==> config.mk <==
export PLATFORM = sky130hd
export DESIGN_NAME = json_string_unescaper
export DESIGN_NICKNAME = d
export VERILOG_FILES = /design/src/hdl/jsu_pkg.sv /design/src/hdl/jsu_decode.sv /design/src/hdl/jsu_burst.sv /design/src/hdl/json_string_unescaper.sv
export SDC_FILE = /design/constraint.sdc
export NUM_CORES = 1
export LEC_CHECK = 0
export ABC_AREA = 0
export ABC_CLOCK_PERIOD_IN_PS = 2900
export BUFFER_PORTS_ARGS = -buffer_cell sky130_fd_sc_hd__buf_2
export CORE_ASPECT_RATIO = 0.75
export CORE_MARGIN = 3
export CORE_UTILIZATION = 60
export CTS_CLUSTER_SIZE = 30
export DETAILED_ROUTE_END_ITERATION = 7
export PLACE_DENSITY = 0.8
export SYNTH_ARGS = -nofsm -noshare
export SYNTH_HDL_FRONTEND = slang
export SYNTH_SLANG_ARGS = --single-unit
==> constraint.sdc <==
create_clock -name clk -period 2.9 [get_ports clk]
set_input_delay 0.58 -clock clk [delete_from_list [all_inputs] [get_ports clk]]
set_output_delay 0.58 -clock clk [all_outputs]
set_load 0.02 [all_outputs]
==> src/hdl/jsu_pkg.sv <==
// Shared types for the JSON string unescaper.
// No dependencies; used by jsu_decode, jsu_burst and json_string_unescaper.
package jsu_pkg;

  localparam int unsigned ByteW  = 8;
  localparam int unsigned CntW   = 2;   // 0..3 bytes per burst

  // Up to three output bytes produced by one input item
  typedef struct packed {
    logic [CntW-1:0]  cnt;
    logic [ByteW-1:0] b0;
    logic [ByteW-1:0] b1;
    logic [ByteW-1:0] b2;
    logic             last;
    logic             err;
  } burst_t;

endpackage

==> src/hdl/jsu_decode.sv <==
// Escape decoder: phase, hex accumulator and drop flag, plus the UTF-8 encoder.
// Depends on jsu_pkg (burst_t).
module jsu_decode (
  input  logic                  clk,
  input  logic                  rst_n,
  input  logic                  fire,
  input  logic [7:0]            byte_i,
  input  logic                  last_i,
  output jsu_pkg::burst_t       burst
);
  import jsu_pkg::*;

  // plain text, just after a backslash, or waiting for hex digit 1..4
  typedef enum logic [2:0] {
    PH_PLAIN,
    PH_ESC,
    PH_HEX1,
    PH_HEX2,
    PH_HEX3,
    PH_HEX4
  } phase_t;

  localparam logic [7:0] CH_BSLASH = 8'h5C;
  localparam logic [7:0] CH_QUOTE  = 8'h22;
  localparam logic [7:0] CH_SLASH  = 8'h2F;
  localparam logic [7:0] CH_B      = 8'h62;
  localparam logic [7:0] CH_F      = 8'h66;
  localparam logic [7:0] CH_N      = 8'h6E;
  localparam logic [7:0] CH_R      = 8'h72;
  localparam logic [7:0] CH_T      = 8'h74;
  localparam logic [7:0] CH_U      = 8'h75;

  phase_t      phase_r, phase_nxt;
  logic [11:0] acc_r, acc_nxt;
  logic        drop_r, drop_nxt;

  logic        hex_ok;
  logic [3:0]  hex_d;
  logic [15:0] code;

  always_comb begin
    hex_ok = 1'b1;
    hex_d  = 4'd0;
    if (byte_i >= 8'h30 && byte_i <= 8'h39) begin
      hex_d = byte_i[3:0];
    end else if ((byte_i >= 8'h61 && byte_i <= 8'h66) ||
                 (byte_i >= 8'h41 && byte_i <= 8'h46)) begin
      hex_d = byte_i[3:0] + 4'd9;
    end else begin
      hex_ok = 1'b0;
    end
  end

  assign code = {acc_r, hex_d};

  always_comb begin
    phase_nxt  = phase_r;
    acc_nxt    = acc_r;
    drop_nxt   = drop_r;
    burst      = '0;
    burst.last = last_i;
    if (drop_r) begin
      if (last_i) begin
        drop_nxt  = 1'b0;
        phase_nxt = PH_PLAIN;
        acc_nxt   = '0;
      end
    end else if (phase_r == PH_PLAIN) begin
      if (byte_i != CH_BSLASH) begin
        burst.cnt = 2'd1;
        burst.b0  = byte_i;
      end else if (last_i) begin
        burst.err = 1'b1;
      end else begin
        phase_nxt = PH_ESC;
      end
    end else if (phase_r == PH_ESC) begin
      burst.cnt = 2'd1;
      phase_nxt = PH_PLAIN;
      case (byte_i)
        CH_QUOTE:  burst.b0 = 8'h22;
        CH_BSLASH: burst.b0 = 8'h5C;
        CH_SLASH:  burst.b0 = 8'h2F;
        CH_B:      burst.b0 = 8'h08;
        CH_F:      burst.b0 = 8'h0C;
        CH_N:      burst.b0 = 8'h0A;
        CH_R:      burst.b0 = 8'h0D;
        CH_T:      burst.b0 = 8'h09;
        CH_U: begin
          if (last_i) begin
            burst.err = 1'b1;
          end else begin
            burst.cnt = 2'd0;
            phase_nxt = PH_HEX1;
            acc_nxt   = '0;
          end
        end
        default:   burst.err = 1'b1;
      endcase
    end else if (!hex_ok) begin
      burst.err = 1'b1;
    end else if (phase_r >= PH_HEX1 && phase_r < PH_HEX4) begin
      acc_nxt = {acc_r[7:0], hex_d};
      if (last_i) begin
        burst.err = 1'b1;
      end else begin
        phase_nxt = phase_t'(phase_r + 3'd1);
      end
    end else begin
      // fourth digit: encode the code point as it stands
      phase_nxt = PH_PLAIN;
      acc_nxt   = '0;
      if (code < 16'h0080) begin
        burst.cnt = 2'd1;
        burst.b0  = code[7:0];
      end else if (code < 16'h0800) begin
        burst.cnt = 2'd2;
        burst.b0  = 8'hC0 | {3'b000, code[10:6]};
        burst.b1  = 8'h80 | {2'b00, code[5:0]};
      end else begin
        burst.cnt = 2'd3;
        burst.b0  = 8'hE0 | {4'b0000, code[15:12]};
        burst.b1  = 8'h80 | {2'b00, code[11:6]};
        burst.b2  = 8'h80 | {2'b00, code[5:0]};
      end
    end
    // any error: single zero byte marked last, phase reset, drop unless last
    if (burst.err) begin
      burst.cnt  = 2'd1;
      burst.b0   = '0;
      burst.b1   = '0;
      burst.b2   = '0;
      burst.last = 1'b1;
      phase_nxt  = PH_PLAIN;
      acc_nxt    = '0;
      drop_nxt   = !last_i;
    end
  end

  always_ff @(posedge clk) begin
    if (!rst_n) begin
      phase_r <= PH_PLAIN;
      acc_r   <= '0;
      drop_r  <= 1'b0;
    end else if (fire) begin
      phase_r <= phase_nxt;
      acc_r   <= acc_nxt;
      drop_r  <= drop_nxt;
    end
  end

endmodule

==> src/hdl/jsu_burst.sv <==
// Result register: holds one burst of up to three bytes and shifts it out.
// Depends on jsu_pkg (burst_t).
module jsu_burst (
  input  logic                  clk,
  input  logic                  rst_n,
  input  logic                  load,
  input  jsu_pkg::burst_t       burst,
  output logic                  can_load,
  output logic                  out_valid,
  input  logic                  out_ready,
  output logic [7:0]            out_byte,
  output logic                  out_last,
  output logic                  out_error
);
  import jsu_pkg::*;

  logic [CntW-1:0]  cnt_r;
  logic [ByteW-1:0] b0_r, b1_r, b2_r;
  logic             last_r, err_r;
  logic             pop;

  assign out_valid = (cnt_r != '0);
  assign pop       = out_valid && out_ready;
  // free now, or the final byte leaves this cycle
  assign can_load  = (cnt_r == '0) || ((cnt_r == 2'd1) && out_ready);

  assign out_byte  = b0_r;
  assign out_last  = (cnt_r == 2'd1) && last_r;
  assign out_error = err_r;

  always_ff @(posedge clk) begin
    if (!rst_n) begin
      cnt_r <= '0;
    end else if (load) begin
      cnt_r <= burst.cnt;
    end else if (pop) begin
      cnt_r <= cnt_r - 2'd1;
    end
  end

  always_ff @(posedge clk) begin
    if (load) begin
      b0_r   <= burst.b0;
      b1_r   <= burst.b1;
      b2_r   <= burst.b2;
      last_r <= burst.last;
      err_r  <= burst.err;
    end else if (pop) begin
      b0_r <= b1_r;
      b1_r <= b2_r;
    end
  end

endmodule

==> src/hdl/json_string_unescaper.sv <==
// Top level of the JSON string unescaper: input register, decoder, result burst.
// Depends on jsu_pkg, jsu_decode and jsu_burst.
//
//  channel | ports                                   | direction
//  --------+-----------------------------------------+----------
//  input   | in_valid in_ready in_byte in_last       | in
//  result  | out_valid out_ready out_byte out_last   | out
//          | out_error                               |
//
// One input item per cycle while the result register can take each burst. An
// item is held in the input register until the decoder turns it into a burst
// of zero to three bytes in the result register; the result register drains
// one byte per cycle while out_ready is high, so a \u escape that yields two
// or three UTF-8 bytes holds the input until all but its final byte are taken.
// Synchronous active-low reset clears the escape phase, hex accumulator, drop
// flag and both valid flags. Stalls on out_ready back up into in_ready.
module json_string_unescaper (
  input  logic       clk,
  input  logic       rst_n,
  input  logic       in_valid,
  output logic       in_ready,
  input  logic [7:0] in_byte,
  input  logic       in_last,
  output logic       out_valid,
  input  logic       out_ready,
  output logic [7:0] out_byte,
  output logic       out_last,
  output logic       out_error
);
  import jsu_pkg::*;

  // input register
  logic       s0_valid_r;
  logic [7:0] s0_byte_r;
  logic       s0_last_r;

  logic   can_load;
  logic   consume;     // item in s0 moves through the decoder this cycle
  burst_t burst;

  assign consume  = s0_valid_r && can_load;
  assign in_ready = !s0_valid_r || consume;

  always_ff @(posedge clk) begin
    if (!rst_n) begin
      s0_valid_r <= 1'b0;
    end else if (in_ready) begin
      s0_valid_r <= in_valid;
    end
  end

  always_ff @(posedge clk) begin
    if (in_ready && in_valid) begin
      s0_byte_r <= in_byte;
      s0_last_r <= in_last;
    end
  end

  jsu_decode u_decode (
    .clk    (clk),
    .rst_n  (rst_n),
    .fire   (consume),
    .byte_i (s0_byte_r),
    .last_i (s0_last_r),
    .burst  (burst)
  );

  jsu_burst u_burst (
    .clk       (clk),
    .rst_n     (rst_n),
    .load      (consume),
    .burst     (burst),
    .can_load  (can_load),
    .out_valid (out_valid),
    .out_ready (out_ready),
    .out_byte  (out_byte),
    .out_last  (out_last),
    .out_error (out_error)
  );

  // an error result is always a lone zero byte that closes the string
  a_err_shape: assert property (@(posedge clk) disable iff (!rst_n)
    out_valid && out_error |-> out_last && (out_byte == 8'h00))
    else $error("error result not a lone zero byte marked last");

  // an error burst never carries more than one byte
  a_err_cnt: assert property (@(posedge clk) disable iff (!rst_n)
    consume && burst.err |-> (burst.cnt == 2'd1))
    else $error("error burst with more than one byte");

  // a full input register is never overwritten while its item is stuck
  a_s0_hold: assert property (@(posedge clk) disable iff (!rst_n)
    s0_valid_r && !can_load |-> !in_ready)
    else $error("input register accepted over a stalled item");

  // a held multi-byte burst keeps its remaining bytes until taken
  a_burst_hold: assert property (@(posedge clk) disable iff (!rst_n)
    out_valid && !out_ready |=> out_valid)
    else $error("burst dropped while stalled");

endmodule

; ---- Word level (Yosys, flattened, before mapping)
; Cells that the tools add are included.
; Widths: inputs -> output; s select.
[totals]
register_bits = 54
input_bits = 13
out_inout_bits = 12
wordCells = 129
[classes]
addsub = 3
magnitude_cmp = 10
eq_ne = 19
mux = 58
bitwise_logic = 1
reduce_logical = 25
[op_table]
columns = cell, n
row1 = $mux 12, 9
row2 = $mux 26, 3
row3 = $eq 8x7->1 const B, 7
row4 = $pmux 7 s8, 1
row5 = $mux 16, 3
row6 = $mux 8, 5
row7 = $mux 3, 11
row8 = $mux 10, 3
row9 = $mux 27, 1
row10 = $mux 17, 1
row11 = $eq 8x6->1 const B, 2
row12 = $ge 8x7->1 const B, 2
row13 = $le 8x7->1 const B, 2
row14 = $lt 16x12->1 const B, 1
row15 = $lt 16x8->1 const B, 1
row16 = $ne 4x2->1 const B, 4
row17 = $reduce_or 8->1, 2
row18 = $mux 1, 13
row19 = $reduce_and 6->1, 2
row20 = $logic_and 1x1->1, 9
row21 = $mux 9, 1
row22 = $ge 8x6->1 const B, 1
row23 = $le 8x6->1 const B, 1
row24 = $mux 2, 4
row25 = other kinds (22), 27

; ---- Longest topological paths before layout
; Gate-level depths: netlist of run 1.
[depth]
ltp_word = 15
mapped_depth = 11
ltp_nobuf = 9

; ---- Hierarchy
; Synthesis of run 1 repeated with hierarchy kept, for this count alone.
[hier_totals]
hier_cells = 316
area_unflattened_um2 = 3275.6
[by_module_without_submodules]
columns = mod, n_inst, cells_per_inst, area_per_inst_um2, seq_area_each_um2
row1 = jsu_decode, 1, 237, 1765.4, 320.3
row2 = jsu_burst, 1, 64, 1174.9, 820.8
row3 = json_string_unescaper, 1, 15, 335.3, 290.3

; ---- Least setup slack after synthesis of run 1
; Ideal clock, no wire load.
[synth_path]
path_kind = flip-flop to flip-flop
from = register s0_byte_r[1]
to = register u_decode.phase_r[0]
arrival_ns = 2.511
required_time_ns = 2.830
path_slack_ns = 0.319
path_stages_with_launch = 10
path_buffers = 0
synth_period_minus_slack_ns = 2.581
cell_sequence = edfxtp_1 inv_1 ha_1 nor2_1 a2111oi_4 or2_2 o2111ai_4 a41o_4 or4_1 a21boi_1
[synth_via]
elab_chain_len = 11
word_cells_on_any_way = 40
cone_classes = order compare (6) / eq/ne (14) / mux (13) / reduce/logical (7)
[synth_rtl]
columns = item, line_no
row1 = start: declaration, json_string_unescaper.sv:34  ; logic [7:0] s0_byte_r;
row2 = start signal: assignment, json_string_unescaper.sv:54  ; s0_byte_r <= in_byte;
row3 = $ge 8x7->1 (tied with other cells), jsu_decode.sv:46  ; end else if ((byte_i >= 8'h61 && byte_i <= 8'h66) ||
row4 = $logic_and 1x1->1 (on tied branches), "jsu_decode.sv:46, jsu_decode.sv:47"
row5 = $logic_or 1x1->1, jsu_decode.sv:46
row6 = $mux 1, jsu_decode.sv:46
row7 = $mux 1, jsu_decode.sv:44  ; if (byte_i >= 8'h30 && byte_i <= 8'h39) begin
row8 = $mux 1, jsu_decode.sv:100  ; end else if (!hex_ok) begin
row9 = $mux 1, jsu_decode.sv:77  ; end else if (phase_r == PH_ESC) begin
row10 = $mux 1, jsu_decode.sv:68  ; end else if (phase_r == PH_PLAIN) begin
row11 = $mux 1, jsu_decode.sv:62  ; if (drop_r) begin
row12 = $ne 5x2->1 (no source line) (tied with other cells), -
row13 = $reduce_and 6->1 (no source line), -
row14 = end signal: assignment, jsu_decode.sv:146  ; phase_r <= phase_nxt;
row15 = end: declaration, jsu_decode.sv:33  ; phase_t phase_r, phase_nxt;
; Several ways; a longest one is shown, not always the timed one.
; A chain may end at the register's enable or synchronous reset.

; ---- Worst setup path in the final report of run 1
[layout_path]
from = register s0_byte_r[0]
to = register u_decode.acc_r[7]
[layout_via]
elab_chain_len = 11
word_cells_on_any_way = 36
cone_classes = order compare (6) / eq/ne (14) / mux (9) / reduce/logical (7)
[layout_rtl]
columns = item, line_no
row1 = $ge 8x7->1 (tied with other cells), jsu_decode.sv:46
row2 = $logic_and 1x1->1 (on tied branches), "jsu_decode.sv:46, jsu_decode.sv:47"
row3 = $logic_or 1x1->1, jsu_decode.sv:46
row4 = $mux 1, jsu_decode.sv:46
row5 = $mux 1, jsu_decode.sv:44
row6 = $mux 1, jsu_decode.sv:100
row7 = $mux 1, jsu_decode.sv:77
row8 = $mux 1, jsu_decode.sv:68
row9 = $mux 1, jsu_decode.sv:62
row10 = $ne 4x2->1 (no source line) (tied with other cells), -
row11 = $reduce_and 6->1 (no source line), -
row12 = end signal: assignment, jsu_decode.sv:147  ; acc_r <= acc_nxt;
row13 = end: declaration, jsu_decode.sv:34  ; logic [11:0] acc_r, acc_nxt;
; Several ways; a longest one is shown, not always the timed one.

==> impl_metrics.tcl, run 1 <==
set metrics [dict create \
    setup_viol 0 \
    critPathLaunchType "flop" \
    period_minus_slack_ns 2.723 \
    grt_pass1_wl_um 11210 \
    drc 0 \
    seq_area_um2 1371 \
    wirelength_um 7165 \
    insertion_delay_ns 0.32 \
    post_drt_wl_per_cell_um 18.56 \
    worst_pin_slew_ns 0.5497 \
    yosys_warnings 0 \
    place_congestion 0.9519 \
    reg2reg_slack_ns 0.18 \
    synth.distinct_cells 60 \
    required_ns 3.16 \
    syn_nets 324 \
    n_antenna_cell 0 \
    fin_crit_sh_pct 93.91 \
    tritoncts "done" \
    cts_hold_buffers 0 \
    syn_avg_cell_area_um2 9.897 \
    die_h_um 67.03 \
    htree_levels 2 \
    grt-ovfl-total 0 \
    ctsResizeCount 0 \
    drv_slew 0 \
    antenna_found_initial 0 \
    async_reset_ff_share_pct 0 \
    clk_pin_slew_ns 0.09 \
    status "finished, final reports clean" \
    cts_sinks 52 \
    dpl.hpwl_um 5320 \
    detail-route-antenna-nets 0 \
    path_class "reg2reg" \
    fillers 372 \
    multi_input_area_um2 1481 \
    maxCapViolCount 0 \
    layout.nets 351 \
    slew_headroom_pct 62.97 \
    cp_max_fo 12 \
    drt-pass1-iter-count 5 \
    die_x_um 87.37 \
    leakage_uw 0.001255 \
    synthCells 301 \
    postCtsSetupBuffers 0 \
    rsz0062_at_grt "no" \
    clock_path_buffers 2 \
    worstPathArrival_ns 2.99 \
    start_util_pct 64.42 \
    drt_iter0_drc 203 \
    vias_per_cell 6.560 \
    grt_max_degree 20 \
    fin_setup_tns_ns 0 \
    portBuffers 24 \
    layout-drive-gt1-share_pct 17.93 \
    dp_cells 378 \
    cts_root_buffer "clkbuf_8" \
    synthToLayoutAreaGrowth_pct 9.996 \
    fmax_mhz 367.2 \
    yosysSeqAreaShare_pct 46.03 \
    hold_violations 0 \
    synth_edf_count 33 \
    die_area_um2 5856 \
    synth_ff_type "edfxtp_1" \
    ys_ff_latch 52 \
    ioPinCount 25 \
    holdCritPathClass "in2reg" \
    power_density_nw_per_um2 507.2 \
    mostFrequentLayoutCell "edfxtp_1" \
    finClkSkew_ns 0.01139 \
    grt_pass1_vias 2260 \
    vias 2532 \
    gr-usage-all-layers_pct 25.71 \
    final_cell_mix "edfxtp_1, nand2_1, buf_2" \
    cts_buffers 5 \
    peakVddDrop_uv 395.9 \
    netlist_area_um2 2979 \
    end_kind "flop" \
    std_cell_rows 21 \
    stdcell_count 386 \
    coreArea_um2 4624 \
]
## synthesized netlist by cell type, types with 2 or more instances
library cell / n / area share [%]
o31a_1: 2 / 0.59
ha_1: 10 / 4.2
edfxtp_1: 33 / 33
a32o_1: 2 / 0.67
nor3_1: 5 / 0.84
a22oi_1: 7 / 1.8
o31ai_1: 2 / 0.50
a2111oi_0: 2 / 0.59
o21ai_0: 22 / 3.7
buf_2: 3 / 0.50
a22o_1: 12 / 3.5
clkbuf_1: 9 / 1.1
inv_1: 18 / 2.3
nand3_1: 8 / 1.3
a31oi_1: 2 / 0.42
nor2_1: 20 / 2.5
nand4_1: 5 / 1.0
o21ai_1: 4 / 0.67
o211ai_1: 2 / 0.50
o22ai_1: 3 / 0.63
nor4_1: 2 / 0.42
nand3b_1: 2 / 0.50
nand2_1: 24 / 3.0
nand2b_1: 12 / 2.5
a32oi_1: 2 / 0.59
dfxtp_1: 19 / 13
and3_1: 4 / 0.84
a21oi_1: 17 / 2.9
a221oi_1: 4 / 1.2
nor2b_1: 6 / 1.3
and2_1: 7 / 1.5
or2_2: 2 / 0.42
or2_1: 2 / 0.42
## cell type report
type / count / area share (%)
Clock buffer: 5 / 2.100
Clock inverter: 3 / 0.6491
Inverter: 18 / 2.062
Multi-Input combinational cell: 217 / 45.21
Sequential cell: 52 / 41.85
Tap cell: 57 / 2.176
Timing Repair Buffer: 34 / 5.956
## critical path: stages, from the launching register on
cell and delay (ns):
edfxtp_1 0.47, inv_1 0.12, ha_2 0.28, nand3b_1 0.11
or3_1 0.46, nand3_1 0.14, o21ai_2 0.10, a41o_4 0.29
o41ai_4 0.31, buf_4 0.24, a22o_1 0.16
## cells by family (layout without fill, tap and decap cells)
| logic type | count (synthesis) | after routing | synth area share, % |
|---|---|---|---|
| simple gates | 109 | 109 | 20.20 |
| compound gates | 97 | 97 | 24.65 |
| flops | 52 | 52 | 46.03 |
| buf+inv | 32 | 60 | 4.536 |
| fa+ha+maj | 10 | 10 | 4.200 |
| mux | 1 | 1 | 0.3780 |
## layer usage
layer	routed length, µm	share of wire, %	track usage, %	vias up
li1	-	-	-	1183
met1	3248	45	36.55	1202
met2	3151	44	38.06	132
met3	634	8.8	5.192	15
met4	130	1.8	10.54	0
met5	0	0	0	-
## sequential cells by signal, summed over array words and instances (netlist names)
register / count
s0_valid_r: 1
s0_last_r: 1
u_decode.phase_r: 3
s0_byte_r: 8
u_burst.last_r: 1
u_burst.out_error: 1
u_decode.drop_r: 1
u_burst.b1_r: 7
u_burst.cnt_r: 2
u_burst.out_byte: 8
u_decode.acc_r: 12
u_burst.b2_r: 7
## metrics by stage
stage | setup slack, ns | util, % | hold WS [ns] | area [µm²] | total power, µW
after global placement | 0.2152 | 68.72 | 0.4962 | 3178 | 1236
after global routing | 0.03241 | 70.86 | 0.4431 | 3277 | 1721
after CTS | 0.1127 | 70.67 | 0.4395 | 3268 | 1658
after floorplan | 0.3186 | - | 0.4727 | 2979 | 1142
final | 0.1767 | 70.86 | 0.4372 | 3277 | 1662
after detailed placement | 0.1753 | 68.72 | 0.4991 | 3178 | 1249
## power breakdown
part | switching [µW] | internal [µW] | total, µW | leakage (µW)
clock network | 255 | 172 | 426 | 0.0000445
registers | 38.2 | 881 | 919 | 0.000469
logic | 204 | 112 | 317 | 0.000741
total | 497 | 1170 | 1660 | 0.00125
## final timing paths
path	startpoint	depth (start not counted)	to
max	s0_byte_r[0]$_DFFE_PP_	10	u_decode.acc_r[7]$_SDFFE_PN0P_
min	in_byte[3]	1	s0_byte_r[3]$_DFFE_PP_
max reg2reg	s0_byte_r[0]$_DFFE_PP_	10	u_decode.acc_r[7]$_SDFFE_PN0P_
min reg2reg	u_decode.acc_r[11]$_SDFFE_PN0P_	1	u_decode.acc_r[11]$_SDFFE_PN0P_
(Power assumes the default switching activity.)
==> run 2, diff against run 1 <==
--- a/config.mk
+++ b/config.mk
@@ -6,14 +6,15 @@
 export NUM_CORES = 1
 export LEC_CHECK = 0
 export ABC_AREA = 0
-export ABC_CLOCK_PERIOD_IN_PS = 2900
+export ABC_CLOCK_PERIOD_IN_PS = 3500
 export BUFFER_PORTS_ARGS = -buffer_cell sky130_fd_sc_hd__buf_2
 export CORE_ASPECT_RATIO = 0.75
 export CORE_MARGIN = 3
-export CORE_UTILIZATION = 60
+export CORE_UTILIZATION = 64
 export CTS_CLUSTER_SIZE = 30
 export DETAILED_ROUTE_END_ITERATION = 7
-export PLACE_DENSITY = 0.8
+export PLACE_DENSITY_LB_ADDON = 0.3
+export RECOVER_POWER = 25
 export SYNTH_ARGS = -nofsm -noshare
 export SYNTH_HDL_FRONTEND = slang
 export SYNTH_SLANG_ARGS = --single-unit
==> constraint.sdc (replaced) <==
create_clock -name clk -period 3.5 [get_ports clk]
set_input_delay 0.7 -clock clk [delete_from_list [all_inputs] [get_ports clk]]
set_output_delay 0.7 -clock clk [all_outputs]
set_load 0.02 [all_outputs]
==> run 2 against run 1 <==
Effect of this change:
- clock-buffer cell count rose by 1
- clock power is 2% lower
- combinational power down 22%
- register-to-register slack better by 0.15 ns
- fmax shrank 14%
- via count grew 0.87%
- critical endpoint is now u_decode.acc_r[5]$_SDFFE_PN0P_
- largest power group unchanged
==> impl_metrics.tcl, run 2 (synthesis gave the netlist of run 1 again) <==
set metrics [dict create \
    status "finished, final reports clean" \
    worstPathArrival_ns 3.43 \
    ioPinCount 25 \
    drt-pass1-iter-count 5 \
    seqPwrFrac_pct 53.6 \
    finClkSkew_ns 0.007231 \
    die_x_um 84.78 \
    post_drt_wl_per_cell_um 18.85 \
    portBuffers 24 \
    std_cell_rows 20 \
    place_congestion 0.9496 \
    die_h_um 65.09 \
    period_minus_slack_ns 3.175 \
    regMostFlops "u_decode.acc_r" \
    leakage_uw 0.001207 \
    holdCritPathClass "reg2reg" \
    cts_sinks 52 \
    start_util_pct 70.03 \
    multi_input_area_um2 1473 \
    cp.buffers_inverters 1 \
    layout.nets 343 \
    critPathMaxStageDelay_ns 0.67 \
    intPower_uw 1028 \
    crit_chain "inv_1 -> ha_1 -> nor2_1 -> a2111oi_4 -> or2_2 -> o2111ai_4 -> a41o_4 -> o41ai_4 -> a22o_1" \
    switchingPower_uw 398.4 \
    rsz0062_at_grt "no" \
    fin_setup_tns_ns 0 \
    cp_max_fo 12 \
    coreArea_um2 4254 \
    drv_slew 0 \
    postCtsSetupBuffers 0 \
    dpl.hpwl_um 5255 \
    clkPwrFrac_pct 29.2 \
    vias 2554 \
    seq_area_um2 1371 \
    tritoncts "done" \
    drt_iter0_drc 280 \
    layout-drive-gt1-share_pct 12.15 \
    insertion_delay_ns 0.31 \
    grt_max_degree 20 \
    fmax_mhz 315.0 \
    maxCapViolCount 0 \
    peakVddDrop_uv 294.6 \
    path_class "reg2reg" \
    power_density_nw_per_um2 443.4 \
    post-route-util_pct 75.62 \
    hold_violations 0 \
    die_area_um2 5518 \
    detail-route-antenna-nets 0 \
    drc 0 \
    antenna_found_initial 0 \
    cts_buffers 5 \
    synthToLayoutAreaGrowth_pct 7.980 \
    worst_pin_slew_ns 0.8455 \
    critPathLaunchType "flop" \
    critPathSlowestCell "o41ai_4" \
    end_kind "flop" \
    crit_family "compound AO/OA/AOI/OAI gates" \
    htree_levels 2 \
    n_antenna_cell 0 \
    wirelength_um 7086 \
    clock_path_buffers 2 \
    final_cell_mix "edfxtp_1, nand2_1, o21ai_0" \
    largest_reg_flops 12 \
    fillers 325 \
    fin_crit_sh_pct 90.72 \
    slew_headroom_pct 43.52 \
    vias_per_cell 6.793 \
    grt_pass1_wl_um 11640 \
    ctsResizeCount 0 \
    switching_share_pct 27.93 \
    gr-usage-all-layers_pct 27.19 \
    required_ns 3.75 \
    mostFrequentLayoutCell "edfxtp_1" \
    cts_root_buffer "clkbuf_8" \
    cts_hold_buffers 0 \
    grt-ovfl-total 0 \
    setup_viol 0 \
    grt_pass1_vias 2410 \
    comb_power_share_pct 17.2 \
    clk_pin_slew_ns 0.09 \
]
[run 2: worst paths after layout]
check | startpoint | to | slack, ns | cells past startpoint
max | s0_byte_r[1]$_DFFE_PP_ | u_decode.acc_r[5]$_SDFFE_PN0P_ | 0.32 | 9
min | u_decode.phase_r[0]$_SDFFE_PN0P_ | u_decode.phase_r[0]$_SDFFE_PN0P_ | 0.52 | 2
max reg2reg | s0_byte_r[1]$_DFFE_PP_ | u_decode.acc_r[5]$_SDFFE_PN0P_ | 0.32 | 9
min reg2reg | u_decode.phase_r[0]$_SDFFE_PN0P_ | u_decode.phase_r[0]$_SDFFE_PN0P_ | 0.52 | 2
[run 2: routing by layer]
layer	up-vias	wire [µm]	track usage, %
met5	-	0	0
met4	0	140	9.881
met3	19	775	7.243
met2	175	3145	43.26
met1	1189	3025	35.88
li1	1171	-	-
[run 2: worst reg2reg max path, stage by stage, from the launching register on]
cell       delay (ns)
edfxtp_1         0.50
inv_1            0.13
ha_1             0.25
nor2_1           0.11
a2111oi_4        0.47
or2_2            0.26
o2111ai_4        0.15
a41o_4           0.33
o41ai_4          0.67
a22o_1           0.26
[run 2: power by group through the flow]
stage | sequential [µW] | combinational (µW) | clock, µW
2_1_floorplan | 791 | 155 | 0
5_1_grt | 771 | 272 | 440
4_1_cts | 763 | 251 | 414
6_report | 765 | 246 | 416
3_3_place_gp | 773 | 240 | 0
3_5_place_dp | 777 | 250 | 0
[run 2: layout make-up]
cell class | count | share of cell area, %
flip-flops and latches | 52 | 42.63
well taps | 55 | 2.139
repair buffers | 26 | 3.890
clock buffers | 6 | 2.256
clock inverters | 2 | 1.206
multi-input cells | 217 | 45.78
inverters | 18 | 2.100
[run 2: through the flow]
stage	total power [µW]	cell area (µm²)	hold WS [ns]	setup slack, ns	instances
global placement	1013	3115	0.4936	0.5098	368
CTS	1428	3227	0.5196	0.3627	376
floorplan	946.5	2979	0.4727	0.9186	301
detailed placement	1027	3115	0.5051	0.3983	368
finish	1426	3217	0.5213	0.3249	376
global route	1483	3217	0.5475	0.1544	376
